### src/rtl/stvg_pkg.sv
// package for the side-scan tvg pixel quantizer
// shared types, constants and the log2 table function; no dependencies
`timescale 1ns / 1ps
`default_nettype none
package stvg_pkg;

  localparam logic OP_HEADER = 1'b0;
  localparam logic OP_SAMPLE = 1'b1;

  localparam logic [1:0] REG_LOG_GAIN      = 2'd0;
  localparam logic [1:0] REG_LINEAR_GAIN   = 2'd1;
  localparam logic [1:0] REG_CONSTANT_GAIN = 2'd2;
  localparam logic [1:0] REG_INVERSE_SCALE = 2'd3;

  localparam logic [15:0] LOG_GAIN_RST      = 16'd10240;
  localparam logic [15:0] LINEAR_GAIN_RST   = 16'd5120;
  localparam logic [15:0] CONSTANT_GAIN_RST = 16'd256;
  localparam logic [15:0] INVERSE_SCALE_RST = 16'd655;

  localparam logic [39:0] RANGE_MAX = {40{1'b1}};
  localparam logic [16:0] LN2_Q16   = 17'd45426;
  localparam logic [16:0] ONE_Q16   = 17'h10000;

  // decoded work item passed from front to back
  typedef struct packed {
    logic [39:0] range;
    logic [15:0] sample;
    logic [5:0]  shift;
    logic [19:0] index;
    logic        last;
  } work_t;

  // log2(x) for x in [1,2), Q16 in and out, by repeated squaring (elaboration only)
  function automatic logic [16:0] log2_unit(input logic [17:0] x_in);
    logic [35:0] x;
    logic [16:0] res;
    x = {18'd0, x_in};
    res = '0;
    if (x_in >= 18'h20000) begin
      res = 17'h10000;
    end else begin
      for (int k = 1; k <= 16; k++) begin
        x = (x * x) >> 16;
        if (x >= 36'h20000) begin
          x = x >> 1;
          res = res | (17'd1 << (16 - k));
        end
      end
    end
    return res;
  endfunction

endpackage
`default_nettype wire

### src/rtl/stvg_queue.sv
// two-entry queue between front and back
// depends on stvg_pkg
`timescale 1ns / 1ps
`default_nettype none
module stvg_queue
  import stvg_pkg::*;
(
  input  logic  clk_i,
  input  logic  rst_ni,
  input  logic  push_i,
  input  work_t data_i,
  output logic  full_o,
  output logic  valid_o,
  input  logic  pop_i,
  output work_t data_o
);

  work_t      mem_q [2];
  logic       wr_q, rd_q;
  logic [1:0] cnt_q;

  assign full_o  = (cnt_q == 2'd2);
  assign valid_o = (cnt_q != 2'd0);
  assign data_o  = mem_q[rd_q];

  always_ff @(posedge clk_i) begin
    if (push_i) mem_q[wr_q] <= data_i;
  end

  always_ff @(posedge clk_i or negedge rst_ni) begin
    if (!rst_ni) begin
      wr_q  <= 1'b0;
      rd_q  <= 1'b0;
      cnt_q <= '0;
    end else begin
      if (push_i) wr_q <= ~wr_q;
      if (pop_i)  rd_q <= ~rd_q;
      cnt_q <= cnt_q + {1'b0, push_i} - {1'b0, pop_i};
    end
  end

`ifndef SYNTHESIS
  a_no_overflow: assert property (@(posedge clk_i) disable iff (!rst_ni)
    full_o |-> !push_i) else $error("queue overflow");
  a_no_underflow: assert property (@(posedge clk_i) disable iff (!rst_ni)
    !valid_o |-> !pop_i) else $error("queue underflow");
  a_count: assert property (@(posedge clk_i) disable iff (!rst_ni)
    cnt_q <= 2'd2) else $error("queue count");
`endif

endmodule
`default_nettype wire

### config.mk
export PLATFORM = sky130hd
export DESIGN_NAME = stvg_queue
export DESIGN_NICKNAME = d
export VERILOG_FILES = /design/src/rtl/stvg_pkg.sv /design/src/rtl/stvg_queue.sv
export SDC_FILE = /design/constraint.sdc
export NUM_CORES = 1
export LEC_CHECK = 0
export BUFFER_PORTS_ARGS = -buffer_cell sky130_fd_sc_hd__buf_2
export CAP_MARGIN = 15
export CORE_MARGIN = 2
export CORE_UTILIZATION = 52
export CTS_BUF_LIST = sky130_fd_sc_hd__clkbuf_8 sky130_fd_sc_hd__clkbuf_16
export CTS_CLUSTER_DIAMETER = 100
export DETAILED_ROUTE_END_ITERATION = 8
export PLACE_DENSITY = 0.9
export SLEW_MARGIN = 25
export SYNTH_ARGS = -nofsm -noshare
export SYNTH_HDL_FRONTEND = slang
export SYNTH_SLANG_ARGS = --single-unit
### constraint.sdc
create_clock -name clk_i -period 6 [get_ports clk_i]
set_clock_uncertainty 0.2 [all_clocks]
set_input_delay 1.2 -clock clk_i [delete_from_list [all_inputs] [get_ports clk_i]]
set_output_delay 1.2 -clock clk_i [all_outputs]
set_load 0.05 [all_outputs]
After elaboration in Yosys (flattened, before gate mapping)
Memory sizes are Yosys's and may differ from the RTL's.
Cells that the tools add are included.
- bits in registers: 4
- RAM bits: 166
- bits of input ports: 87
- output and inout bits: 85
- word-level logic and storage cells: 12
- memories: 1
- memory list (memory ; depth ; bits a word ; read ports ; clocked after memory_dff ; write ports ; RTL line ; RTL):
    mem_q ; 2 ; 83 ; 1 ; 0 ; 1 ; stvg_queue.sv:18 ; work_t mem_q [2];
- $add $sub $neg: 2
- equality and inequality tests: 1
- mux-type cells: 2
- bitwise logic cells: 2
- reductions and logical operators: 1
- operators with widths (kind ; count):
    2-bit by 1-bit adder with 2-bit output ; 1
    2-bit == test (second input constant) ; 1
    1-bit two-way mux ; 2
    1-bit inverter ; 2
    2-bit nonzero test ; 1
    2-bit by 1-bit subtractor with 2-bit output ; 1

Logic depth before layout (Yosys ltp)
Gate-level depths: netlist (run 1).
- word-level depth: 2
- depth in mapped cells: 5
- depth with buffers taken out: 5

Worst setup path before layout (run 1)
No wires, ideal clock.
- path kind: input to register
- start point: input push_i
- end point: memory mem_q[0][0] (netlist bit), enable pin
- setup time: 535 ps
- arrival: 4826 ps
- required time: 5265 ps
- path slack: 439 ps
- stages on the path: 1
- path buffers: 0
- cells stage by stage: nor2b_1
- cells in the longest elaborated chain, start to end: 2
- ends and longest elaborated chain (what ; RTL line ; RTL):
    from (decl) ; stvg_queue.sv:10 ; input logic push_i,
    1-bit two-way mux ; stvg_queue.sv:27 ; if (push_i) mem_q[wr_q] <= data_i;
    1-bit two-way mux (implied by the code) ; stvg_queue.sv:27 ;
    to (decl) ; stvg_queue.sv:18 ;
Every way passes these cells.

==> results of run 1 <==
-- path summary, 6_finish.rpt --
path,startpoint,cells past startpoint,end
max,rd_q$_DFFE_PN0P_,4,data_o[4]
min,wr_q$_DFFE_PN0P_,1,wr_q$_DFFE_PN0P_
max reg2reg,wr_q$_DFFE_PN0P_,2,mem_q[0][51]$_DFFE_PP_
min reg2reg,wr_q$_DFFE_PN0P_,1,wr_q$_DFFE_PN0P_
max in group asynchronous,rst_ni,1,rd_q$_DFFE_PN0P_
min in group asynchronous,rst_ni,1,wr_q$_DFFE_PN0P_
-- cells in the mapped netlist --
library cell and count:
nor2b_1 2, xor3_1 1, and2_1 1, xor2_1 2, mux2_2 23, mux2_4 60, buf_6 7, ha_1 2
dfrtp_1 4, inv_1 2, buf_2 2, edfxtp_1 166, or2_2 1
-- cell type report --
| type | count | share of cell area, % |
|---|---|---|
| Sequential cell | 170 | 62.5 |
| Multi-Input combinational cell | 92 | 15.5 |
| Timing Repair Buffer | 176 | 11.8 |
| Clock buffer | 17 | 5.23 |
| Tap cell | 168 | 2.58 |
| Clock inverter | 15 | 2.26 |
| Inverter | 2 | 0.0923 |
-- where the power goes --
part | total [mW] | switching [mW] | internal [mW] | leakage, nW
sequential | 1.70 | 0.121 | 1.58 | 1.60
clock | 1.10 | 0.413 | 0.690 | 0.298
combinational | 1.86 | 1.26 | 0.608 | 1.37
-- through the flow --
step	worst slack, ns	instances	util (%)
after CTS	2.03	640	67.4
after global routing	1.98	640	67.4
after detailed placement	2.48	608	62.4
after global placement	2.38	605	61.8
after floorplan	0.439	273	-
final	2.07	640	67.4
-- sequential cells by signal (all words and copies together), names as in the netlist --
signal / flops
cnt_q: 2
mem_q: 166
rd_q: 1
wr_q: 1
-- kinds of logic after synthesis --
| family | count (synthesis) |
|---|---|
| simple gates | 4 |
| mux | 83 |
| xor+xnor | 3 |
| flops | 170 |
| fa+ha+maj | 2 |
| buf+inv | 11 |
-- per-layer routing --
layer / vias up / track usage [%] / wire length [um]
li1: 1454 / - / -
met1: 1583 / 17.9 / 4140
met2: 121 / 29.5 / 5700
met3: 20 / 5.69 / 760
met4: 0 / 6.91 / 222
met5: - / 0 / 0
-- worst max-delay path, stage by stage (launching register included) --
cell	delay, ns
dfrtp_4	0.82
buf_12	0.34
buf_4	0.36
mux2_2	0.37
buf_2	0.21
==> metrics.csv, run 1 <==
metric,value,unit
"most common cell after layout, fill and taps aside",buf_2,
cts hold-fix bufs,0,
Synth Area in Compound Gates,0,%
critical path data arrival time,2.53,ns
Global Route Usage Sum,16.5,%
clk sinks,170,
wire per inst,16.9,um
Rel. slew slack,51.8,%
Avg Inst Size Synth,23.6,sq um
Filler Cell Count,788,
diode count,0,
multi-input gate area in the final layout,1260,sq um
synthesized area,6430,sq um
total grt overflow,0,
Hold Path Class,flip-flop to flip-flop,
post-placement cell area,7530,sq um
final hold vios,0,
Final Setup Violations,0,
Gate Count Post-Synth,273,
"Clk Latency, worst-skew pair",0.41,ns
IO buf count,171,
Register Area,5090,sq um
post-synthesis sequential area ratio,79.1,%
# rows,40,
CP Max Fanout,35,
Ys Warns,0,
DRT iter0 DRCs,193,
Slew Limit Fails,0,
final WL,10800,um
time the worst path needs with I/O delays and setup,3.93,ns
starting density of the core,53.3,%
critical path launch point type,flip-flop,
fin nets,548,
Routability Congestion,0.739,
Die Wd,115,um
R2R Setup Slk,4.09,ns
Post-CTS Repair Setup Buffers,0,
post-route DRC violation count,0,
maximum vdd drop,0.333,mV
DR vias/cell,4.97,
number of global-route vias before repair,3349,
pin count of the biggest net entering global routing,51,
hold_ws,0.350,ns
CTS tree,yes,
Syn Nets,362,
Boundary Pins,172,
core area,12100,sq um
Synth Area in Simple Gates,0.389,%
overall power,4.67,mW
DIE HEIGHT,115,um
Power Density,573,nW/um^2
Critical Path RT,4.60,ns
layout cells sized above 1,61.4,%
P_leak,3.27,nW
Netlist cell types,13,
post-synth top area share,77.5,%
CP Capture Type,primary output,
mux cell area share after synthesis,18.0,%
final worst-path cycle share,65.5,%
post-synthesis xor/xnor area fraction,0.642,%
leading area contributor after synthesis,edfxtp_1,
RSZ-0062 raised after global routing,no,
die area,13300,sq um
Area Growth Syn to Fin,26.5,%
setup TNS,0,ns
Synth Register Bits,170,
Max-Cap Viols,0,
TritonCTS Buffers,17,
post-route ant nets,0,
largest family of logic cells by synthesized area,multiplexers,
Pre-antenna DRT Iters,4,
most frequent cells in the layout,"buf_2 (171), edfxtp_1 (166), mux2_4 (60)",
Post-Synth Adder-Cell Area,0.389,%
Clock Path Buffers,2,
first-pass GRT wire length,16200,um
Root Buffer,clkbuf_16,
Worst-path clk slew,0.06,ns
Final HPWL DP,7570,um
post_cts resized,0,
status,finished clean,
initial antenna violation count,0,
Final Cell Area,8140,sq um
Synth area leaders,"edfxtp_1 (77%), mux2_4 (14%), mux2_2 (4.0%), dfrtp_1 (1.6%), buf_6 (1.2%)",
max frequency,254,MHz
WS Path Type,flip-flop to primary output,
via count,3178,
Worst-Margin Slew,0.721,ns
CTS H-tree lvls,4,
No activity file was read; power rests on OpenSTA's default activity.
==> run 2, diff against run 1 <==
Settings changed: CORE_UTILIZATION 52 to 47, PLACE_DENSITY 0.9 to 0.86.
Clock period 6 ns to 3.3 ns, I/O delays scaled along.
==> metrics.csv, run 2 (same netlist as run 1, synthesis figures left out) <==
metric,value,unit
Area Growth Syn to Fin,25.5,%
initial antenna violation count,1,
CP Max Fanout,43,
DIE HEIGHT,121,um
max reg flops,166,
final worst-path cycle share,91.8,%
CTS tree,yes,
layout cells sized above 1,61.0,%
Post-CTS Repair Setup Buffers,0,
IO buf count,171,
post-route ant nets,0,
Slew Limit Fails,0,
diode count,0,
CP max stage delay,0.89,ns
critical path data arrival time,2.17,ns
first-pass GRT wire length,16500,um
pin count of the biggest net entering global routing,84,
Hold Path Class,input port to flip-flop,
CP Capture Type,primary output,
Routability Congestion,0.672,
fin nets,549,
"CP delay by family, top",flip-flops,
max frequency,330,MHz
status,finished clean,
TritonCTS Buffers,17,
FF-to-FF path depth,2,
CTS H-tree lvls,4,
post-route DRC violation count,0,
core area,13300,sq um
Worst-path clk slew,0.06,ns
maximum vdd drop,0.634,mV
P_leak,3.25,nW
Root Buffer,clkbuf_16,
Rel. slew slack,52.9,%
post_cts resized,0,
CP Depth,3,
clk sinks,170,
Power Density,1030,nW/um^2
final hold vios,0,
"Slowest-stage cell, CP",dfrtp_4,
Die Wd,121,um
Biggest register,mem_q,
Global Route Usage Sum,15.3,%
critical path cell sequence,buf_12 -> mux2_2 -> buf_2,
Final Cell Area,8070,sq um
time the worst path needs with I/O delays and setup,3.03,ns
"most common cell after layout, fill and taps aside",buf_2,
Critical Path Sink,data_o[7],
r2r startpoint,wr_q$_DFFE_PN0P_,
final WL,10900,um
DRT iter0 DRCs,168,
via count,3155,
post-layout util,60.7,%
setup TNS,0,ns
CP Launch Point,rd_q$_DFFE_PN0P_,
DR vias/cell,4.87,
R2R Setup Slk,1.54,ns
post-placement cell area,7520,sq um
wire per inst,16.8,um
Max-Cap Viols,0,
Final HPWL DP,7330,um
total grt overflow,0,
biggest regs,"mem_q x166, cnt_q x2",
Critical Path RT,2.44,ns
cts hold-fix bufs,1,
starting density of the core,48.4,%
RSZ-0062 raised after global routing,no,
Reg-to-Reg End,mem_q[1][38]$_DFFE_PP_,
most frequent cells in the layout,"buf_2 (171), edfxtp_1 (166), mux2_4 (60)",
WS Path Type,flip-flop to primary output,
# rows,42,
number of global-route vias before repair,3354,
critical path launch point type,flip-flop,
Critical path buffers and inverters,2,
die area,14600,sq um
"Clk Latency, worst-skew pair",0.41,ns
Worst-Margin Slew,0.706,ns
Pre-antenna DRT Iters,6,
Final Setup Violations,0,
Clock Path Buffers,2,
Boundary Pins,172,
-- run 2: cell types whose count changed in the layout (fill, tap and decap cells not counted) --
cell           change
clkinv_2           +3
buf_12             +2
buf_16             -2
bufinv_16          -2
clkinv_4           -1
clkinvlp_4         -1
dlygate4sd3_1      +1
inv_1              +1
inv_6              -1
-- run 2: worst min path at each step --
stage,from,endpoint,slack [ns],cells past startpoint
final,data_i[81],mem_q[0][81]$_DFFE_PP_,0.23,1
after global routing,data_i[32],mem_q[0][32]$_DFFE_PP_,0.21,1
after CTS,data_i[12],mem_q[0][12]$_DFFE_PP_,0.21,1
after detailed placement,rst_ni,cnt_q[1]$_DFF_PN0_,0.27,1
after global placement,rst_ni,cnt_q[0]$_DFF_PN0_,0.27,1
after floorplan,rst_ni,cnt_q[0]$_DFF_PN0_,0.16,0
-- run 2: layer usage --
metal / routed length, um / vias to the layer above / track usage [%]
met1: 4450 / 1550 / 17.9
met3: 774 / 15 / 6.34
met5: 13 / - / 0
li1: - / 1462 / -
met4: 110 / 2 / 5.09
met2: 5570 / 126 / 25.7
-- run 2: stage by stage --
stage | total power, mW | hold WS [ns] | cells | setup slack [ns]
finish | 8.28 | 0.231 | 648 | 0.269
global placement | 6.49 | 0.267 | 616 | 0.704
CTS | 8.38 | 0.210 | 648 | 0.230
floorplan | 5.91 | 0.164 | 273 | 0.0666
detailed placement | 6.56 | 0.272 | 616 | 0.682
global route | 8.60 | 0.211 | 648 | 0.164
-- run 2: where the power goes --
group	switching (mW)	total, mW	internal (mW)
registers	0.234	3.10	2.87
logic	2.27	3.37	1.10
clock network	0.721	1.81	1.08
total	3.23	8.28	5.06
-- run 2: area by class of cell --
cell class | count | area [sq um]
clock buffer | 17 | 425
clock inverter | 14 | 118
sequential | 170 | 5090
fill | 969 | 5220
multi-input combinational | 92 | 1260
inverter | 2 | 7.51
timing repair buffer | 177 | 953
tap | 176 | 220
